$ cat src/rtl/plist_pkg.sv
// ----------------------------------------------------------------------------
// plist_pkg
// Shared sizes, codes and the cell control struct of the positional list.
// ----------------------------------------------------------------------------
package plist_pkg;

    localparam int LIST_DEPTH = 16;
    localparam int CNT_W      = $clog2(LIST_DEPTH + 1);
    localparam int IDX_W      = $clog2(LIST_DEPTH);
    localparam int POS_W      = 7;
    localparam int DATA_W     = 32;

    localparam logic [1:0] ACT_INSERT   = 2'd0;
    localparam logic [1:0] ACT_DELETE   = 2'd1;
    localparam logic [1:0] ACT_TRAVERSE = 2'd2;

    localparam logic [1:0] ST_OK    = 2'd0;
    localparam logic [1:0] ST_RANGE = 2'd1;
    localparam logic [1:0] ST_EMPTY = 2'd2;
    localparam logic [1:0] ST_FULL  = 2'd3;

    localparam logic [1:0] OP_HOLD   = 2'd0;
    localparam logic [1:0] OP_INSERT = 2'd1;
    localparam logic [1:0] OP_DELETE = 2'd2;
    localparam logic [1:0] OP_ROTATE = 2'd3;

    typedef struct packed {
        logic [1:0]               op;
        logic [POS_W-1:0]         pos;
        logic [POS_W-1:0]         tail;
        logic signed [DATA_W-1:0] data;
    } plist_ctl_t;

endpackage

$ cat src/rtl/plist_if.sv
// ----------------------------------------------------------------------------
// plist_if
// Request and response channels of the positional list (valid/ready).
// ----------------------------------------------------------------------------
interface plist_req_if
    import plist_pkg::*;
();
    logic                     valid;
    logic                     ready;
    logic [1:0]               action;
    logic signed [DATA_W-1:0] value;
    logic [POS_W-1:0]         position;

    modport source (output valid, action, value, position, input ready);
    modport sink   (input valid, action, value, position, output ready);
endinterface

interface plist_rsp_if
    import plist_pkg::*;
();
    logic                     valid;
    logic                     ready;
    logic [1:0]               status;
    logic signed [DATA_W-1:0] element;
    logic                     last;

    modport source (output valid, status, element, last, input ready);
    modport sink   (input valid, status, element, last, output ready);
endinterface

$ cat src/rtl/plist_cell.sv
// ----------------------------------------------------------------------------
// plist_cell
// One list slot: holds a value and takes it from a neighbor on shift.
// ----------------------------------------------------------------------------
module plist_cell
    import plist_pkg::*;
(
    input  logic                     clk,
    input  plist_ctl_t               ctl,
    input  logic [IDX_W-1:0]         idx,
    input  logic signed [DATA_W-1:0] left_val,
    input  logic signed [DATA_W-1:0] right_val,
    input  logic signed [DATA_W-1:0] head_val,
    output logic signed [DATA_W-1:0] val
);

    logic signed [DATA_W-1:0] val_reg;
    logic signed [DATA_W-1:0] val_next;
    logic [POS_W-1:0]         my_pos;

    assign my_pos = POS_W'(idx);

    always_comb
    begin
        val_next = val_reg;
        case (ctl.op)
            OP_INSERT:
            begin
                if (my_pos > ctl.pos)
                    val_next = left_val;
                else if (my_pos == ctl.pos)
                    val_next = ctl.data;
            end
            OP_DELETE:
            begin
                if (my_pos >= ctl.pos)
                    val_next = right_val;
            end
            OP_ROTATE:
            begin
                // the tail slot wraps the head around
                if (my_pos == ctl.tail)
                    val_next = head_val;
                else
                    val_next = right_val;
            end
            default:
                val_next = val_reg;
        endcase
    end

    always_ff @(posedge clk)
    begin
        val_reg <= val_next;
    end

    assign val = val_reg;

endmodule

$ cat src/rtl/positional_list_insert_delete_top.sv
// ----------------------------------------------------------------------------
// positional_list_insert_delete_top
// Ordered list of signed words with insert, delete and traverse by position.
// ----------------------------------------------------------------------------
// Usage:
//   req carries one command per beat: action (insert, delete, traverse),
//   value and a 1-based position. rsp returns status, element and last.
//   Insert and delete answer with one beat in the cycle after acceptance;
//   all slots shift together, so one such command is taken every cycle
//   while rsp drains. Traverse answers with count beats (one beat with
//   status empty on an empty list), one per cycle while rsp drains, taken
//   from the head slot while the slot chain rotates once around; req stays
//   blocked until the final beat is loaded.
//   An unused action code is taken and produces nothing.
//   A single output register holds the next beat; when rsp stalls, the
//   register holds, traversal pauses and req is not taken.
//   Reset empties the list at once; slot contents are not cleared.
// ----------------------------------------------------------------------------
module positional_list_insert_delete_top
    import plist_pkg::*;
(
    input  logic         clk,
    input  logic         rst_n,
    plist_req_if.sink    req,
    plist_rsp_if.source  rsp
);

    logic [CNT_W-1:0]         count_reg, count_next;
    logic                     busy_reg, busy_next;
    logic [CNT_W-1:0]         remain_reg, remain_next;
    logic                     out_valid_reg, out_valid_next;
    logic [1:0]               status_reg, status_next;
    logic signed [DATA_W-1:0] element_reg, element_next;
    logic                     last_reg, last_next;

    logic                     out_free;
    logic                     accept;
    logic                     emit;
    logic [POS_W-1:0]         count_ext;
    logic [1:0]               cmd_status;
    plist_ctl_t               ctl;
    logic signed [DATA_W-1:0] cell_val [LIST_DEPTH];

    assign out_free  = !out_valid_reg || rsp.ready;
    assign req.ready = !busy_reg && out_free;
    assign accept    = req.valid && req.ready;
    assign emit      = busy_reg && out_free;
    assign count_ext = POS_W'(count_reg);

    always_comb
    begin
        cmd_status = ST_OK;
        if (req.action == ACT_INSERT)
        begin
            if (req.position == '0 || req.position > count_ext + POS_W'(1))
                cmd_status = ST_RANGE;
            else if (count_reg == CNT_W'(LIST_DEPTH))
                cmd_status = ST_FULL;
        end
        else
        begin
            if (count_reg == '0)
                cmd_status = ST_EMPTY;
            else if (req.position == '0 || req.position > count_ext)
                cmd_status = ST_RANGE;
        end
    end

    always_comb
    begin
        ctl.op   = OP_HOLD;
        ctl.pos  = req.position - POS_W'(1);
        ctl.tail = count_ext - POS_W'(1);
        ctl.data = req.value;

        count_next     = count_reg;
        busy_next      = busy_reg;
        remain_next    = remain_reg;
        out_valid_next = out_valid_reg && !rsp.ready;
        status_next    = status_reg;
        element_next   = element_reg;
        last_next      = last_reg;

        if (accept)
        begin
            case (req.action)
                ACT_INSERT, ACT_DELETE:
                begin
                    out_valid_next = 1'b1;
                    status_next    = cmd_status;
                    element_next   = '0;
                    last_next      = 1'b1;
                    if (cmd_status == ST_OK)
                    begin
                        if (req.action == ACT_INSERT)
                        begin
                            ctl.op     = OP_INSERT;
                            count_next = count_reg + CNT_W'(1);
                        end
                        else
                        begin
                            ctl.op     = OP_DELETE;
                            count_next = count_reg - CNT_W'(1);
                        end
                    end
                end
                ACT_TRAVERSE:
                begin
                    if (count_reg == '0)
                    begin
                        out_valid_next = 1'b1;
                        status_next    = ST_EMPTY;
                        element_next   = '0;
                        last_next      = 1'b1;
                    end
                    else
                    begin
                        busy_next   = 1'b1;
                        remain_next = count_reg;
                    end
                end
                default:
                begin
                    // drop unused action codes
                end
            endcase
        end
        else if (emit)
        begin
            // advance: head goes out, chain rotates by one
            ctl.op         = OP_ROTATE;
            out_valid_next = 1'b1;
            status_next    = ST_OK;
            element_next   = cell_val[0];
            last_next      = (remain_reg == CNT_W'(1));
            remain_next    = remain_reg - CNT_W'(1);
            if (remain_reg == CNT_W'(1))
                busy_next = 1'b0;
        end
    end

    genvar gi;
    generate
        for (gi = 0; gi < LIST_DEPTH; gi++)
        begin : g_cell
            logic signed [DATA_W-1:0] left_w;
            logic signed [DATA_W-1:0] right_w;

            if (gi == 0)
            begin : g_first
                assign left_w = ctl.data;
            end
            else
            begin : g_mid_l
                assign left_w = cell_val[gi-1];
            end

            if (gi == LIST_DEPTH - 1)
            begin : g_final
                assign right_w = cell_val[0];
            end
            else
            begin : g_mid_r
                assign right_w = cell_val[gi+1];
            end

            plist_cell u_cell (
                .clk       (clk),
                .ctl       (ctl),
                .idx       (IDX_W'(gi)),
                .left_val  (left_w),
                .right_val (right_w),
                .head_val  (cell_val[0]),
                .val       (cell_val[gi])
            );
        end
    endgenerate

    always_ff @(posedge clk or negedge rst_n)
    begin
        if (!rst_n)
        begin
            count_reg     <= '0;
            busy_reg      <= 1'b0;
            remain_reg    <= '0;
            out_valid_reg <= 1'b0;
        end
        else
        begin
            count_reg     <= count_next;
            busy_reg      <= busy_next;
            remain_reg    <= remain_next;
            out_valid_reg <= out_valid_next;
        end
    end

    always_ff @(posedge clk)
    begin
        status_reg  <= status_next;
        element_reg <= element_next;
        last_reg    <= last_next;
    end

    assign rsp.valid   = out_valid_reg;
    assign rsp.status  = status_reg;
    assign rsp.element = element_reg;
    assign rsp.last    = last_reg;

`ifndef SYNTHESIS
    a_count_bound: assert property (@(posedge clk) disable iff (!rst_n)
        count_reg <= CNT_W'(LIST_DEPTH))
        else $error("list count above depth");

    a_busy_nonempty: assert property (@(posedge clk) disable iff (!rst_n)
        busy_reg |-> (count_reg != '0 && remain_reg != '0 && remain_reg <= count_reg))
        else $error("traversal running on bad count");

    a_insert_grows: assert property (@(posedge clk) disable iff (!rst_n)
        (accept && req.action == ACT_INSERT && cmd_status == ST_OK)
        |=> (count_reg == $past(count_reg) + CNT_W'(1)))
        else $error("insert did not grow list");

    a_traverse_holds: assert property (@(posedge clk) disable iff (!rst_n)
        busy_reg |=> $stable(count_reg))
        else $error("count changed during traversal");
`endif

endmodule
$ cat src/flat_wrapper.sv
// flat-port wrapper written by rule: the top's interface ports become plain ports
module positional_list_insert_delete_top_flat import plist_pkg::*;
  (clk, rst_n, req_valid, req_action, req_value, req_position, req_ready, rsp_valid, rsp_status, rsp_element, rsp_last, rsp_ready);
  plist_req_if req_i ();
  plist_rsp_if rsp_i ();
  input  logic clk;
  input  logic rst_n;
  input wire logic [$bits(req_i.valid)-1:0] req_valid;
  input wire logic [$bits(req_i.action)-1:0] req_action;
  input wire logic [$bits(req_i.value)-1:0] req_value;
  input wire logic [$bits(req_i.position)-1:0] req_position;
  output wire logic [$bits(req_i.ready)-1:0] req_ready;
  output wire logic [$bits(rsp_i.valid)-1:0] rsp_valid;
  output wire logic [$bits(rsp_i.status)-1:0] rsp_status;
  output wire logic [$bits(rsp_i.element)-1:0] rsp_element;
  output wire logic [$bits(rsp_i.last)-1:0] rsp_last;
  input wire logic [$bits(rsp_i.ready)-1:0] rsp_ready;
  assign req_i.valid = req_valid;
  assign req_i.action = req_action;
  assign req_i.value = req_value;
  assign req_i.position = req_position;
  assign req_ready = req_i.ready;
  assign rsp_valid = rsp_i.valid;
  assign rsp_status = rsp_i.status;
  assign rsp_element = rsp_i.element;
  assign rsp_last = rsp_i.last;
  assign rsp_i.ready = rsp_ready;
  positional_list_insert_delete_top u_core (.clk(clk), .rst_n(rst_n), .req(req_i), .rsp(rsp_i));
endmodule
$ cat config.mk
export PLATFORM = sky130hd
export DESIGN_NAME = positional_list_insert_delete_top_flat
export DESIGN_NICKNAME = d
export VERILOG_FILES = /design/src/rtl/plist_pkg.sv /design/src/rtl/plist_if.sv /design/src/rtl/plist_cell.sv /design/src/rtl/positional_list_insert_delete_top.sv /design/src/flat_wrapper.sv
export SDC_FILE = /design/constraint.sdc
export NUM_CORES = 2
export LEC_CHECK = 0
export CORE_ASPECT_RATIO = 1.1
export CORE_MARGIN = 2
export CORE_UTILIZATION = 40
export CTS_BUF_LIST = sky130_fd_sc_hd__clkbuf_4 sky130_fd_sc_hd__clkbuf_8
export CTS_CLUSTER_DIAMETER = 60
export DETAILED_ROUTE_END_ITERATION = 10
export DONT_BUFFER_PORTS = 1
export GPL_TIMING_DRIVEN = 0
export HOLD_SLACK_MARGIN = 0.15
export PLACE_DENSITY = 0.51
export RECOVER_POWER = 50
export SYNTH_ARGS = -nofsm -noshare
export SYNTH_HDL_FRONTEND = slang
export SYNTH_SLANG_ARGS = --single-unit
export TNS_END_PERCENT = 1
$ cat constraint.sdc
create_clock -name clk -period 14.5 [get_ports clk]
set_input_delay 2.175 -clock clk [delete_from_list [all_inputs] [get_ports clk]]
set_output_delay 2.175 -clock clk [all_outputs]
set_load 0.005 [all_outputs]
Word level (Yosys, flattened, before mapping)
Cells that the tools add are included.
- bits in registers: 559
- bits in latches: 0
- bits in writable memories: 0
- ROM bits: 0
- input port bits: 45
- output and inout port bits: 37
- logic and storage cells: 291
- memories: 0
- add/subtract/negate cells: 6
- multipliers: 0
- div/mod/pow operators: 0
- magnitude comparators: 34
- equal/unequal tests: 73
- shift-type cells: 0
- mux-type cells: 115
- bitwise logic cells: 0
- reductions and logical operators: 40
- operators by type and width (kind ; number):
    $mux 32 ; 66
    $pmux 32 s3 ; 16
    $eq 4x7->1 const A ; 15
    $pmux 32 s2 ; 1
    $eq 3x7->1 const A ; 8
    $ge 4x7->1 const A ; 8
    $gt 4x7->1 const A ; 8
    $ne 3x3->1 const B ; 18
    $reduce_and 3->1 ; 18
    $ne 2x2->1 const B ; 19
    $eq 2x7->1 const A ; 4
    $ge 3x7->1 const A ; 4
    $gt 3x7->1 const A ; 4
    $mux 5 ; 5
    $mux 2 ; 12
    $logic_not 7->1 ; 3
    $eq 1x7->1 const A ; 2
    $ge 1x7->1 const A ; 2
    $ge 2x7->1 const A ; 2
    $gt 1x7->1 const A ; 2
    $gt 2x7->1 const A ; 2
    $mux 1 ; 12
    $sub 5x1->5 const B ; 2
    $reduce_and 4->1 ; 2
    other kinds (20) ; 33

Longest topological paths before layout
- word-level depth: 12
- gate-level depth with buffers: 14
- gate-level depth less buffers: 10

By module
A second synthesis with hierarchy kept.
- cell total of the unflattened synthesis: 3536
- area total of the unflattened synthesis: 40049.7 um^2
- modules (own cells, without submodules) (module ; instances ; cells each ; area an instance (um^2) ; sequential area each (um^2)):
    plist_cell ; 16 ; 206 ; 2338.5 ; 960.9
    positional_list_insert_delete_top ; 1 ; 240 ; 2633.8 ; 1351.3

Least setup slack after synthesis
OpenSTA, ideal clock, no wires.
- kind: input -> register
- start point: input req_position[0]
- end point: register u_core.g_cell[10].u_cell.val_reg[0] (enable)
- library setup time: 0.466 ns
- arrival: 6.503 ns
- data required time: 14.034 ns
- slack: 7.532 ns
- stages on the path: 9
- path buffers: 2
- path through: clkbuf_1 -> inv_1 -> ha_1 -> or4b_1 -> or3_1 -> buf_4 -> nand2_1 -> o2111ai_1 -> o21ai_0
- cells in the longest elaborated chain, start to end: 12
- elaborated cells between the ends (all ways): 24
- those cells by class: 1 x add/sub; 4 x order compare; 6 x eq/ne; 7 x mux; 6 x reduce/logical
- RTL lines (item ; line ; source):
    start, declared ; flat_wrapper.sv:11 ; input wire logic [$bits(req_i.position)-1:0] req_position;
    $gt 7x5->1 or $logic_not 7->1 (tied branches) ; positional_list_insert_delete_top.sv:64, positional_list_insert_delete_top.sv:55 ;
    $logic_or 1x1->1 ; positional_list_insert_delete_top.sv:64 ; else if (req.position == '0 || req.position > count_ext)
    $mux 1 ; positional_list_insert_delete_top.sv:64 ;
    $mux 2 ; positional_list_insert_delete_top.sv:62 ; if (count_reg == '0)
    $mux 2 ; positional_list_insert_delete_top.sv:53 ; if (req.action == ACT_INSERT)
    $logic_not 2->1 ; positional_list_insert_delete_top.sv:93 ; if (cmd_status == ST_OK)
    $mux 2 ; positional_list_insert_delete_top.sv:93 ;
    $mux 2 ; positional_list_insert_delete_top.sv:86 ; case (req.action)
    $mux 2 ; positional_list_insert_delete_top.sv:84 ; if (accept)
    $eq 2x1->1 or $eq 2x2->1 (tied branches) ; plist_cell.sv:26 ; case (ctl.op)
    $ne 3x3->1 (no line), or another cell as far along ; -- ;
    $reduce_and 3->1 (no line) * ; -- ;
    end signal, assigned ; plist_cell.sv:54 ; val_reg <= val_next;
    end, declared ; plist_cell.sv:17 ; logic signed [DATA_W-1:0] val_reg;
Mark *: on every way between the ends. The rest lies on a longest branch, timed or not.
A chain may end at the register's enable or synchronous reset.

Final worst setup path
- start point: input req_position[0]
- end point: register u_core.g_cell[11].u_cell.val_reg[25], data pin
- cells in the longest elaborated chain, start to end: 11
- elaborated cells between the ends (all ways): 20
- those cells by class: 1 x add/sub; 3 x order compare; 3 x eq/ne; 9 x mux; 4 x reduce/logical
- RTL lines (item ; line ; source):
    $gt 7x5->1 or $logic_not 7->1 (tied branches) ; positional_list_insert_delete_top.sv:64, positional_list_insert_delete_top.sv:55 ;
    $logic_or 1x1->1 ; positional_list_insert_delete_top.sv:64 ;
    $mux 1 ; positional_list_insert_delete_top.sv:64 ;
    $mux 2 ; positional_list_insert_delete_top.sv:62 ;
    $mux 2 ; positional_list_insert_delete_top.sv:53 ;
    $logic_not 2->1 ; positional_list_insert_delete_top.sv:93 ;
    $mux 2 ; positional_list_insert_delete_top.sv:93 ;
    $mux 2 ; positional_list_insert_delete_top.sv:86 ;
    $mux 2 ; positional_list_insert_delete_top.sv:84 ;
    $eq 2x2->1 or $eq 2x1->1 (tied branches) ; plist_cell.sv:26 ;
    $pmux 32 s3 * ; plist_cell.sv:26 ;
    net u_core.g_cell[11].u_cell.val_next[25] ; plist_cell.sv:18 ; logic signed [DATA_W-1:0] val_next;
    end signal, assigned ; plist_cell.sv:54 ;
    end, declared ; plist_cell.sv:17 ;
The timed path passes the listed nets; every way through them passes the cells marked *.

==> metrics <==
status finished, violations left; violated checks capacitance limit, slew limit; final worst-path cycle share 52.1%; first-pass GRT wire length 172 mm; CTS Buf Count roughly 100; Root Buffer clkbuf_8; Post-Synthesis Cells about 2,800; # DRC 0; Max VDD drop 73.1 uV; Tot Pwr roughly 7.5 mW; NumNets Final 2,956; CTS H-Tree Depth 3; Chip Width 279 um; RSZ-0062 raised after global routing no; worst skew pair latency around 0.73 ns; Yosys cell types 68; Yosys reg bits 559; final WL 119 mm; GRT Residual Overflow 0; largest net degree at the start of global routing 33; Setup Buffers After CTS 0; Yosys Warn Count 0; worst rel slew slack -101%; die height a little over 300 um; area grow syn2layout 11.1%; Longest Clk Path Bufs 3; Async S/R FF share, synth 2.15%; vias in the first global route between 20,000 and 25,000; core area 82,000 um2; antenna-violating nets left 0; max FFs per register 512; Starting DRT DRC Count around 2,700; num ports 82; placed instance area between 30,000 and 40,000 um2; # fillers 7,673; initial antenna violation count 2; routed vias 25,342; layout cell share with drive strength beyond 1 11.1%; crit path launch type input port; Setup crit end kind flip-flop; syn_nets 2,833; CP arrival about 8 ns; Setup violations, final 0; non-filler cells, final between 4,000 and 5,000; Fin. Hold Viols 0; sequential share of the synthesized area 50.4%; WL/cell 29.5 um; Detailed Routing Iterations Pass 1 6; Core Util, Final 44.9%; max-slew violation count 74; final setup TNS 0 ns; leakage power ~12 nW; post-synthesis cell area roughly 33,000 um2; cell total after placement 3,842; Via density 6.29; DP HPWL 94.9 mm; # hold bufs at CTS 0; pwr dens between 200 and 250 nW/um2; Fin Clk Skew 0.0373 ns; Syn Area/Cell 12.0 um2; Max-cap violations 3; Total GRT Usage 27.2%; most frequent cells in the layout edfxtp_1, mux2i_1, a221o_1, nor3_1, clkbuf_1; top cells by area, synth edfxtp_1, mux2i_1, a221o_1; clk slew on worst S/H paths ~0.060 ns; commonest non-fill, non-tap cell in the layout edfxtp_1; setup slack after layout a little under 7 ns; number of flops mapped to enable cells by yosys 547; pre-CTS setup slack 7.08 ns; Sink Count 559; Resize count post-CTS 0; maximum clock rate 132 MHz; post-synth top area share between 40% and 50%; final instance area ~37,000 um2; minimum clock period 7.56 ns; Critical Path Fanout Max 10; die footprint 85,300 um2; Synth area leader edfxtp_1; Initial Util 40.4%; Primary FF master, synth edfxtp_1; final hold slack 0.542 ns; GP Congestion 0.890; Critical Path RT 14.96 ns; Slew @ Worst Pin 3.02 ns; number of port buffers 0; row count 110; CP Class in -> reg; CTS tree yes; hold crit path type reg -> reg
==> layout make-up <==
type	instances	area [um2]	share of cell area, %
Antenna cell	1	2.50	0.00679
Buffer	360	1580	4.28
Clock buffer	140	1700	4.60
Clock inverter	43	339	0.920
Inverter	17	63.8	0.173
Multi-Input combinational cell	1824	14800	40.2
Sequential cell	559	16700	45.4
Tap cell	1064	1330	3.61
Timing Repair Buffer	19	303	0.822
==> metal layers <==
metal / track usage, % / vias to the layer above / wire [um] / part of all wire (%)
li1: - / 11399 / - / -
met1: 38.7 / 12603 / 53200 / 45
met2: 42.3 / 1160 / 52700 / 44
met3: 4.37 / 180 / 9260 / 7.8
met4: 8.93 / 0 / 3680 / 3.1
met5: 0 / - / 0 / 0
==> synth_stat cells (5+ instances only) <==
| library cell | number |
|---|---|
| edfxtp_1 | 547 |
| mux2i_1 | 543 |
| a221o_1 | 385 |
| nor3_1 | 358 |
| clkbuf_1 | 202 |
| o21ai_0 | 124 |
| buf_2 | 93 |
| nand2_1 | 62 |
| mux2_2 | 40 |
| nor2_1 | 37 |
| and2_1 | 35 |
| buf_1 | 35 |
| o211ai_1 | 35 |
| o2bb2ai_1 | 32 |
| a21oi_1 | 29 |
| ha_1 | 27 |
| buf_4 | 18 |
| inv_1 | 17 |
| nand3_1 | 16 |
| buf_6 | 12 |
| dfrtp_1 | 12 |
| xnor2_1 | 7 |
| a21o_1 | 5 |
| nand2b_1 | 5 |
| o2111ai_1 | 5 |
==> critical path: stages <==
cell and delay (ns):
clkbuf_1 0.35, inv_1 0.26, ha_1 0.37, and3b_1 0.21, mux2_2 0.14, o21ai_0 0.32
a221oi_1 2.42, clkbuf_1 0.67, clkbuf_1 0.68, nor3_1 0.13, a221o_1 0.29
==> power breakdown <==
group	internal, mW	switching [mW]	leakage [nW]	total [mW]
clock network	0.831	0.729	1.07	1.56
logic	1.00	1.80	5.87	2.80
registers	2.79	0.356	5.37	3.14
total	4.62	2.88	12.3	7.50
==> logic make-up after synthesis <==
kind of cell / Yosys count / synth area share [%]
AO/OA/AOI/OAI: 660 / 17.2
multiplexers: 583 / 17.7
flip-flops: 559 / 50.4
AND/OR/NAND/NOR: 545 / 8.24
buffers and inverters: 377 / 5.09
adder cells (fa/ha/maj): 28 / 1.08
XOR/XNOR: 8 / 0.211
==> worst paths after layout <==
path                                            from                          endpoint  slack (ns)  depth (start not counted)
worst max-delay path                 req_position[0]  u_core.g_cell[11].u_cell.val[25]        6.94                         11
worst min-delay path            u_core.remain_reg[1]              u_core.remain_reg[1]        0.54                          1
worst max register to register   u_core.count_reg[3]  u_core.g_cell[11].u_cell.val[25]        7.31                         13
worst min register to register  u_core.remain_reg[1]              u_core.remain_reg[1]        0.54                          1
max in group asynchronous                      rst_n               u_core.count_reg[0]       13.28                          0
min in group asynchronous                      rst_n                  u_core.rsp.valid        1.14                          0
(Power assumes the default switching activity.)
